File: config.mk
export PLATFORM = sky130hd
export DESIGN_NAME = button_debounce_short_long_router
export DESIGN_NICKNAME = d
export VERILOG_FILES = /design/src/hdl/bdsl_pkg.sv /design/src/hdl/bdsl_step.sv /design/src/hdl/bdsl_evt_queue.sv /design/src/hdl/button_debounce_short_long_router.sv
export SDC_FILE = /design/constraint.sdc
export NUM_CORES = 1
export LEC_CHECK = 0
export BUFFER_PORTS_ARGS = -buffer_cell sky130_fd_sc_hd__buf_2
export CORE_MARGIN = 8
export CORE_UTILIZATION = 55
export CTS_BUF_LIST = sky130_fd_sc_hd__clkbuf_16
export DETAILED_ROUTE_END_ITERATION = 10
export PLACE_DENSITY = 0.7
export REMOVE_ABC_BUFFERS = 1
export SYNTH_ARGS = -nofsm -noshare
export SYNTH_HDL_FRONTEND = slang
export SYNTH_SLANG_ARGS = --single-unit
File: constraint.sdc
create_clock -name clk -period 10.6 [get_ports clk]
set_input_delay 2.12 -clock clk [delete_from_list [all_inputs] [get_ports clk]]
set_output_delay 2.12 -clock clk [all_outputs]
set_load 0.01 [all_outputs]
File: src/hdl/bdsl_pkg.sv
// Package for the button debounce and short/long press router.
// Holds the beat types, the per-button state record and the shared codes.
// No dependencies.
`default_nettype none
package bdsl_pkg;

	localparam int NUM_BUTTONS = 4;
	localparam int BTN_W = 2;
	localparam int PTR_W = 3;

	localparam logic [1:0] BTN_UP     = 2'd0;
	localparam logic [1:0] BTN_DOWN   = 2'd1;
	localparam logic [1:0] BTN_EXEC   = 2'd2;
	localparam logic [1:0] BTN_BRIGHT = 2'd3;

	localparam logic [1:0] LVL_PRESSED  = 2'd0;
	localparam logic [1:0] LVL_RELEASED = 2'd1;
	localparam logic [1:0] LVL_UNKNOWN  = 2'd2;

	localparam logic [2:0] ACT_MENU_UP   = 3'd0;
	localparam logic [2:0] ACT_MENU_DOWN = 3'd1;
	localparam logic [2:0] ACT_SELECT    = 3'd2;
	localparam logic [2:0] ACT_OPEN_MENU = 3'd3;
	localparam logic [2:0] ACT_HOST      = 3'd4;
	localparam logic [2:0] ACT_MODE      = 3'd5;
	localparam logic [2:0] ACT_BACKLIGHT = 3'd6;
	localparam logic [2:0] ACT_IGNORED   = 3'd7;

	localparam logic CFG_DEBOUNCE   = 1'b0;
	localparam logic CFG_LONG_PRESS = 1'b1;

	localparam logic [3:0]  DEBOUNCE_RESET   = 4'd2;
	localparam logic [15:0] LONG_PRESS_RESET = 16'd1000;

	typedef struct packed {
		logic [3:0]  raw_levels;
		logic [31:0] now_ms;
		logic        menu_open;
		logic        host_active;
	} in_item_t;

	typedef struct packed {
		logic [1:0] button_id;
		logic       is_long;
		logic [2:0] action;
		logic [1:0] mode_index;
		logic [2:0] backlight_index;
		logic       last;
	} out_item_t;

	typedef struct packed {
		logic [1:0]  raw;
		logic [3:0]  run;
		logic [1:0]  trusted;
		logic [31:0] press_start;
		logic        long_done;
	} btn_state_t;

endpackage
`default_nettype wire

File: src/hdl/bdsl_step.sv
// Shared per-button step unit: debounce, edge handling, long press test and routing.
// Purely combinational; one button is handled per use. Depends on bdsl_pkg.
`default_nettype none
module bdsl_step #(
	parameter int LEVEL_COUNT = 5,
	parameter int MODE_COUNT = 3
) (
	input  wire logic [1:0]           btn_id,
	input  wire logic                 level,
	input  wire logic [31:0]          now_ms,
	input  wire logic                 menu_open,
	input  wire logic                 host_active,
	input  wire logic [3:0]           debounce_count,
	input  wire logic [15:0]          hold_limit,
	input  wire bdsl_pkg::btn_state_t cur,
	input  wire logic [1:0]           mode_sel,
	input  wire logic [2:0]           level_sel,
	output bdsl_pkg::btn_state_t      nxt,
	output logic [1:0]                mode_nxt,
	output logic [2:0]                level_nxt,
	output logic                      evt_valid,
	output bdsl_pkg::out_item_t       evt
);
	import bdsl_pkg::*;

	logic        chg;
	logic        press;
	logic        short_hit;
	logic        long_hit;
	logic [2:0]  short_act;
	logic [31:0] held;

	always_comb begin
		nxt = cur;
		if ({1'b0, level} == cur.raw) begin
			if (cur.run < debounce_count) begin
				nxt.run = cur.run + 4'd1;
			end
		end else begin
			nxt.raw = {1'b0, level};
			nxt.run = 4'd1;
		end

		chg = (nxt.run >= debounce_count) && (cur.trusted != nxt.raw);
		press = chg && (nxt.raw == LVL_PRESSED);
		short_hit = chg && (nxt.raw != LVL_PRESSED) && (cur.trusted == LVL_PRESSED) &&
			!cur.long_done;
		if (chg) begin
			nxt.trusted = nxt.raw;
		end
		if (press) begin
			nxt.press_start = now_ms;
			nxt.long_done = 1'b0;
		end

		mode_nxt = mode_sel;
		level_nxt = level_sel;
		short_act = ACT_IGNORED;
		if (menu_open) begin
			case (btn_id)
				BTN_UP:   short_act = ACT_MENU_UP;
				BTN_DOWN: short_act = ACT_MENU_DOWN;
				BTN_EXEC: short_act = ACT_SELECT;
				default:  short_act = ACT_IGNORED;
			endcase
		end else if (host_active) begin
			short_act = ACT_HOST;
		end else if (btn_id == BTN_UP) begin
			short_act = ACT_MODE;
			if (short_hit) begin
				mode_nxt = (mode_sel == 2'(MODE_COUNT - 1)) ? 2'd0 : mode_sel + 2'd1;
			end
		end else if (btn_id == BTN_DOWN) begin
			short_act = ACT_MODE;
			if (short_hit) begin
				mode_nxt = (mode_sel == 2'd0) ? 2'(MODE_COUNT - 1) : mode_sel - 2'd1;
			end
		end else begin
			short_act = ACT_BACKLIGHT;
			if (short_hit) begin
				level_nxt = (level_sel == 3'(LEVEL_COUNT - 1)) ? 3'd0 : level_sel + 3'd1;
			end
		end

		held = now_ms - nxt.press_start;
		long_hit = (btn_id == BTN_EXEC) && (nxt.trusted == LVL_PRESSED) && !nxt.long_done &&
			(held >= {16'd0, hold_limit});
		if (long_hit) begin
			nxt.long_done = 1'b1;
		end

		evt_valid = short_hit || long_hit;
		evt.button_id = btn_id;
		evt.is_long = long_hit;
		evt.action = long_hit ? ACT_OPEN_MENU : short_act;
		evt.mode_index = mode_nxt;
		evt.backlight_index = level_nxt;
		evt.last = 1'b0;
	end

endmodule
`default_nettype wire

File: src/hdl/bdsl_evt_queue.sv
// Event queue: collects the events of one poll in order and drains them as output beats.
// Marks the final beat of the poll. Depends on bdsl_pkg.
`default_nettype none
module bdsl_evt_queue (
	input  wire logic                clk,
	input  wire logic                arst_n,
	input  wire logic                push,
	input  wire bdsl_pkg::out_item_t push_data,
	input  wire logic                drain,
	input  wire logic                pop,
	input  wire logic                clear,
	output logic                     out_valid,
	output bdsl_pkg::out_item_t      out_data,
	output logic                     empty
);
	import bdsl_pkg::*;

	out_item_t        entry_q [NUM_BUTTONS];
	logic [PTR_W-1:0] wr_q;
	logic [PTR_W-1:0] rd_q;

	always_ff @(posedge clk or negedge arst_n) begin
		if (!arst_n) begin
			wr_q <= '0;
			rd_q <= '0;
		end else if (clear) begin
			wr_q <= '0;
			rd_q <= '0;
		end else begin
			if (push) begin
				wr_q <= wr_q + PTR_W'(1);
			end
			if (pop) begin
				rd_q <= rd_q + PTR_W'(1);
			end
		end
	end

	always_ff @(posedge clk) begin
		if (push) begin
			entry_q[wr_q[BTN_W-1:0]] <= push_data;
		end
	end

	always_comb begin
		empty = (rd_q == wr_q);
		out_valid = drain && !empty;
		out_data = entry_q[rd_q[BTN_W-1:0]];
		out_data.last = (rd_q + PTR_W'(1) == wr_q);
	end

endmodule
`default_nettype wire

File: src/hdl/button_debounce_short_long_router.sv
// Top level of the button debounce and short/long press router: sequencer and state.
// Uses bdsl_pkg, bdsl_step and bdsl_evt_queue.
//
//   port group            dir   beat contents
//   in_valid/in_ready     in    one poll: in_item_t
//   out_valid/out_ready   out   one routed event: out_item_t, last on the poll's final event
//   cfg_we/cfg_index      in    register write, cfg_wdata holds the value
//
// A poll is loaded, then walks the shared step unit one button at a time, then drains one
// event beat per cycle while out_ready is high, and ends in a closing cycle.
// The step unit and the single event queue read port set this pace.
// Reset restores all button state, the mode and backlight indexes and both registers.
// in_ready is low from acceptance through the closing cycle after the poll's last event beat.
`default_nettype none
module button_debounce_short_long_router #(
	parameter int LEVEL_COUNT = 5,
	parameter int MODE_COUNT = 3
) (
	input  wire logic                clk,
	input  wire logic                arst_n,
	input  wire logic                in_valid,
	output logic                     in_ready,
	input  wire bdsl_pkg::in_item_t  in_data,
	output logic                     out_valid,
	input  wire logic                out_ready,
	output bdsl_pkg::out_item_t      out_data,
	input  wire logic                cfg_we,
	input  wire logic                cfg_index,
	input  wire logic [15:0]         cfg_wdata
);
	import bdsl_pkg::*;

	localparam logic [1:0] S_IDLE = 2'd0;
	localparam logic [1:0] S_PROC = 2'd1;
	localparam logic [1:0] S_EMIT = 2'd2;

	logic [1:0]       state_q;
	logic [BTN_W-1:0] btn_q;
	in_item_t         item_q;
	logic [3:0]       debounce_q;
	logic [15:0]      long_press_q;
	btn_state_t       btn_st_q [NUM_BUTTONS];
	logic [1:0]       mode_q;
	logic [2:0]       level_q;

	btn_state_t nxt;
	logic [1:0] mode_nxt;
	logic [2:0] level_nxt;
	logic       evt_valid;
	out_item_t  evt;
	logic       q_empty;
	logic       q_clear;
	logic       in_fire;
	logic       out_fire;

	assign in_ready = (state_q == S_IDLE);
	assign in_fire = in_valid && in_ready;
	assign out_fire = out_valid && out_ready;
	assign q_clear = (state_q == S_EMIT) && q_empty;

	bdsl_step #(
		.LEVEL_COUNT(LEVEL_COUNT),
		.MODE_COUNT(MODE_COUNT)
	) u_step (
		.btn_id(btn_q),
		.level(item_q.raw_levels[btn_q]),
		.now_ms(item_q.now_ms),
		.menu_open(item_q.menu_open),
		.host_active(item_q.host_active),
		.debounce_count(debounce_q),
		.hold_limit(long_press_q),
		.cur(btn_st_q[btn_q]),
		.mode_sel(mode_q),
		.level_sel(level_q),
		.nxt(nxt),
		.mode_nxt(mode_nxt),
		.level_nxt(level_nxt),
		.evt_valid(evt_valid),
		.evt(evt)
	);

	bdsl_evt_queue u_queue (
		.clk(clk),
		.arst_n(arst_n),
		.push((state_q == S_PROC) && evt_valid),
		.push_data(evt),
		.drain(state_q == S_EMIT),
		.pop(out_fire),
		.clear(q_clear),
		.out_valid(out_valid),
		.out_data(out_data),
		.empty(q_empty)
	);

	always_ff @(posedge clk or negedge arst_n) begin
		if (!arst_n) begin
			debounce_q <= DEBOUNCE_RESET;
			long_press_q <= LONG_PRESS_RESET;
		end else if (cfg_we) begin
			case (cfg_index)
				CFG_DEBOUNCE:   debounce_q <= cfg_wdata[3:0];
				CFG_LONG_PRESS: long_press_q <= cfg_wdata;
				default:        debounce_q <= debounce_q;
			endcase
		end
	end

	always_ff @(posedge clk) begin
		if (in_fire) begin
			item_q <= in_data;
		end
	end

	always_ff @(posedge clk or negedge arst_n) begin
		if (!arst_n) begin
			state_q <= S_IDLE;
			btn_q <= '0;
			mode_q <= '0;
			level_q <= 3'(LEVEL_COUNT - 1);
			for (int i = 0; i < NUM_BUTTONS; i++) begin
				btn_st_q[i] <= '{raw: LVL_UNKNOWN, run: 4'd0, trusted: LVL_UNKNOWN,
					press_start: 32'd0, long_done: 1'b0};
			end
		end else begin
			case (state_q)
				S_IDLE: begin
					if (in_fire) begin
						state_q <= S_PROC;
						btn_q <= '0;
					end
				end
				S_PROC: begin
					btn_st_q[btn_q] <= nxt;
					mode_q <= mode_nxt;
					level_q <= level_nxt;
					if (btn_q == BTN_W'(NUM_BUTTONS - 1)) begin
						state_q <= S_EMIT;
					end else begin
						btn_q <= btn_q + BTN_W'(1);
					end
				end
				S_EMIT: begin
					if (q_empty) begin
						state_q <= S_IDLE;
					end
				end
				default: state_q <= S_IDLE;
			endcase
		end
	end

`ifndef ASSERT_OFF
	a_out_only_emit: assert property (@(posedge clk) disable iff (!arst_n)
		out_valid |-> (state_q == S_EMIT))
		else $error("Output beat offered outside the emit phase.");
	a_no_overlap: assert property (@(posedge clk) disable iff (!arst_n)
		in_ready |-> !out_valid)
		else $error("Input ready while an event beat is pending.");
	a_proc_walk: assert property (@(posedge clk) disable iff (!arst_n)
		(state_q == S_PROC && btn_q != BTN_W'(NUM_BUTTONS - 1)) |=>
		(state_q == S_PROC && btn_q == $past(btn_q) + BTN_W'(1)))
		else $error("Button walk skipped or left early.");
`endif

endmodule
`default_nettype wire
# After elaboration in Yosys (flattened, before gate mapping)
# Memories as Yosys holds them, arrays and structs flattened.
# Cells that the tools add are included.
dict set report totals {
  ff_bits 237
  ram_bits 44
  input_bits 60
  output_inout_bits 14
  mem_count 1
}
dict set report classes {
  n_addsub 8
  magnitude_cmp 6
  eq_ne 15
  mux 47
  bitwise 2
  n_reduce_logical 32
}
# name depth width read_ports rd_clocked_by_memory_dff write_ports line_no
set memory_table {}
lappend memory_table {u_queue.entry_q 4 11 1 0 1 bdsl_evt_queue.sv:18} ;# out_item_t entry_q [NUM_BUTTONS];
# operator count
set ops {}
lappend ops {{bitwise mux 164 bit} 1}
lappend ops {{two-way mux 41 bit} 3}
lappend ops {{binary-select mux 41 bit (select 2 bit)} 1}
lappend ops {{demux 41 bit (select 2 bit)} 1}
lappend ops {{two-way mux 3 bit} 14}
lappend ops {{two-way mux 33 bit} 1}
lappend ops {{>= comparator 32 x 16 -> 1 bit} 1}
lappend ops {{two-way mux 2 bit} 16}
lappend ops {{subtractor 32 bit} 1}
lappend ops {{logical AND 1 bit} 14}
lappend ops {{logical NOT 2 bit} 6}
lappend ops {{adder 3 x 1 -> 3 bit, second input constant} 3}
lappend ops {{one-hot mux 3 bit (3 select lines)} 1}
lappend ops {{equality test 2 bit, second input constant} 4}
lappend ops {{two-way mux 4 bit} 2}
lappend ops {{nonzero test 2 bit} 4}
lappend ops {{equality test 3 bit} 2}
lappend ops {{one-hot mux 2 bit (3 select lines)} 1}
lappend ops {{AND reduction 3 bit} 2}
lappend ops {{adder 2 x 1 -> 2 bit, second input constant} 2}
lappend ops {{adder 4 x 1 -> 4 bit, second input constant} 1}
lappend ops {{equality test 2 x 1 -> 1 bit, second input constant} 2}
lappend ops {{>= comparator 4 bit} 1}
lappend ops {{< comparator 4 bit} 1}
lappend ops {{17 further kinds} 25}

# Longest topological paths before layout
dict set report depth {
  word_depth 18
  depth_mapped 43
  depth_no_buf 38
}

# Modules after synthesis
# Synthesis repeated with hierarchy kept, for this count alone.
dict set report unflattened {
  hier_cells 1209
  hier_area_um2 15922.8
}
# mod instances cells_per_inst area_each_um2
set modules_own_cells {}
lappend modules_own_cells {button_debounce_short_long_router 1 521 9850.7}
lappend modules_own_cells {bdsl_step 1 590 4048.9}
lappend modules_own_cells {bdsl_evt_queue 1 98 2023.2}

# Least setup slack after synthesis
# No wires, ideal clock.
dict set report synth_path {
  path_kind {flip-flop to flip-flop}
  start {register btn_q[0]}
  end {memory u_queue.entry_q[2][0] in the netlist's numbering, enable pin}
  t_arrival_ps 9244
  required_ps 10204
  setup_slack_ps 961
  stages_incl_launch_ff 41
  n_path_buf 6
  period_less_slack_ps 9639
  cell_sequence {dfrtp_1 > buf_6 > buf_2 > mux4_2 > ha_1 > a21o_1 > a21o_1 > a21oi_1 > xor2_1 > nor2_1 > ha_1 > nand2b_1 > a2111oi_0 > or4_1 > buf_2 > buf_1 > nor2_1 > a21oi_1 > [... 5 more ...] > o21ai_1 > o221a_1 > buf_6 > o21ai_0 > xor2_1 > ha_1 > nand4_1 > o22ai_1 > nor4b_1 > o2111ai_1 > nor4_1 > o221a_2 > and4_1 > o2111ai_1 > o21a_1 > buf_6 > nor2_2 > nor3b_1}
}
# element line_no
set synth_rtl {}
lappend synth_rtl {{from (decl)} button_debounce_short_long_router.sv:38} ;# logic [BTN_W-1:0] btn_q;
lappend synth_rtl {{from (signal assigned)} button_debounce_short_long_router.sv:139} ;# btn_q <= btn_q + BTN_W'(1);
lappend synth_rtl {{to (decl)} bdsl_evt_queue.sv:18}

==> flow_metrics.tcl <==
set metrics [dict create \
    outcome "finished, final reports clean" \
    setup_viol 0 \
    hold_slack_ns 0.473 \
    cts.sinks 281 \
    r2r-start "btn_q[0]" \
    coreArea_um2 26100 \
    min_period_ns 9.81 \
    post-place-cells 1693 \
    die_h_um 179 \
    fin_cells 1747 \
    drc_errors 0 \
    grt_pass1_vias 10457 \
    grtUsageTotal_pct 20.8 \
    reg2reg_to "u_queue.entry_q[3][4]" \
    wl_per_cell_um 18.5 \
    place_congestion 0.893 \
    hold_viol_final 0 \
    r2r_cells 34 \
    ff_latch_area_um2 7470 \
    root_buffer "clkbuf_16" \
    dr.pass1.iters 5 \
    finalClockSkew_ns 0.0127 \
    dp.final_hpwl_um 22100 \
    worst_pin_slew_ns 1.12 \
    clock_latency_ns 0.56 \
    hold_path_class "register to register" \
    cpMostUsedCell "ha_1" \
    place_area_um2 15300 \
    ys.flop_type "dfrtp_1" \
    final_cell_mix "nand2_1 (208), o21ai_0 (202), dfrtp_1 (181), edfxtp_1 (82), buf_2 (72)" \
    ys_warn_count 0 \
    die_w_um 179 \
    cts_resized 0 \
    fin_crit_sh_pct 92.6 \
    setup_ws_ns 0.786 \
    grt_pass1_wl_um 54300 \
    avgSynthCellArea_um2 10.9 \
    required_ns 10.83 \
    synth_edf_count 82 \
    crit_path_top_delay_cell "or4_2" \
    fillers 2105 \
    start_util_pct 56.1 \
    rsz0062_at_grt "no" \
    cp-start-kind "register" \
    hold_end "btn_st_q[16]" \
    route.vias.total 10315 \
    multi_input_area_um2 6680 \
    min_from "btn_st_q[16]" \
    critPathKind "register to register" \
    crit_fanout 15 \
    fmax_mhz 102 \
    peakVddDrop_mv 0.189 \
    routed_wl_um 32300 \
    drive_gt1_share_pct 16.8 \
    postCtsHoldBufs 0 \
    cts_tree "built" \
    slew_headroom_pct 25.1 \
    clk_pin_slew_ns 0.06 \
    synth.distinct_cells 69 \
    maxCapViolCount 0 \
    htreeDepth 1 \
    crit_buf_inv 2 \
    port_buffers 73 \
    power.density_nw_per_um2 320 \
    syn-cell-area_um2 14600 \
    antenna_found_initial 0 \
    async_flop_share_pct 70.8 \
    dp_slack_ns 0.937 \
    crit_arrival_ns 10.04 \
    dieArea_um2 32100 \
    drtIter0Drc 616 \
    final_cell_area_um2 16100 \
    syn-instance-count 1345 \
    leakagePower_nw 6.99 \
    grt_max_degree 82 \
    postCtsSetupBuffers 0 \
    critPathMaxStageDelay_ns 0.88 \
    grt_overflow_total 0 \
    yosysSeqAreaShare_pct 51.0 \
    fin_setup_tns_ns 0 \
    layout.cells.most_common "nand2_1" \
    diodes 0 \
    antenna_left 0 \
    num_io_pins 74 \
    row_count 59 \
    finalMaxSlewViolations 0 \
    numCtsBuffers 29 \
    hold_depth 2 \
    endpoint_kind "register" \
    area.growth.synth_to_final_pct 10.4 \
    critPathTopFamily "compound AO/OA/AOI/OAI gates" \
    r2r_slack_ns 0.79 \
    yosys_register_bits 281 \
    cts_buffer_depth 3 \
    final_nets 1516 \
    vias_per_cell 5.90 \
]
cells in the mapped netlist, drive strengths merged, types with 16 or more instances:
cell      n  share of area (%)
nand2   212                5.4
o21ai   205                7.0
dfrtp   183                 31
edfxtp   82                 17
ha       66                5.6
clkbuf   63                1.6
a21oi    55                1.9
inv      54                1.4
mux4     52                8.0
nor2     52                1.4
mux2i    36                2.5
xnor2    23                1.4
mux2     20                1.5
a21o     19               0.98
nand2b   17               0.73
dfstp    16                2.9
worst min-delay path, stage by stage, from the launching register on:
cell and delay (ns):
dfrtp_1 0.33, nand2_1 0.04, o21ai_0 0.06
sequential cells by signal, indices dropped and copies added (netlist names):
| register | flops |
|---|---|
| btn_q | 2 |
| btn_st_q | 164 |
| debounce_q | 4 |
| item_q | 38 |
| level_q | 3 |
| long_press_q | 16 |
| mode_q | 2 |
| state_q | 2 |
| u_queue.entry_q | 44 |
| u_queue.rd_q | 3 |
| u_queue.wr_q | 3 |
cell type report:
cell class	count	area share (%)
clock buffers	29	4.49
clock inverters	25	0.976
inverters	54	1.26
multi-input cells	933	41.3
flip-flops and latches	281	46.2
well taps	335	2.60
repair buffers	90	3.11
power breakdown:
part           switching [mW]  internal [mW]
logic                    1.52           1.01
clock network           0.426          0.523
registers               0.208           1.49
per-stage QoR:
stage	power (mW)	util (%)
after floorplan	3.50	-
after global placement	4.15	58.6
after detailed placement	4.22	58.6
after CTS	5.19	62.0
after global routing	5.58	62.0
final	5.18	62.0
how the worst max path moves through the flow:
| stage | from | endpoint | cells after the start |
|---|---|---|---|
| CTS | btn_q[0] | u_queue.entry_q[3][4] | 34 |
| detailed placement | btn_q[0] | u_queue.entry_q[3][0] | 34 |
| global placement | btn_q[0] | u_queue.entry_q[3][4] | 33 |
| floorplan | btn_q[0] | u_queue.entry_q[2][0] | 35 |
| global route | btn_q[0] | u_queue.entry_q[3][5] | 33 |
| finish | btn_q[0] | u_queue.entry_q[3][4] | 34 |
layer usage:
metal	up-vias	GRT usage, %	part of all wire, %
li1	4948	-	-
met4	0	4.68	1.9
met2	208	34.8	48
met3	41	2.70	3.9
met1	5118	28.8	46
met5	-	0	0
logic make-up (layout without fill, tap and decap cells):
logic type               after synthesis  count (layout)  synth area share [%]
AND/OR/NAND/NOR                      367             367                  11.2
AO/OA/AOI/OAI                        357             357                  14.4
flip-flops                           281             281                  51.0
buffers and inverters                131             198                  3.54
multiplexers                         108             108                  12.0
adder cells (fa/ha/maj)               69              69                  5.93
XOR/XNOR                              32              32                  1.92
Power figures use the tool's default switching activity.
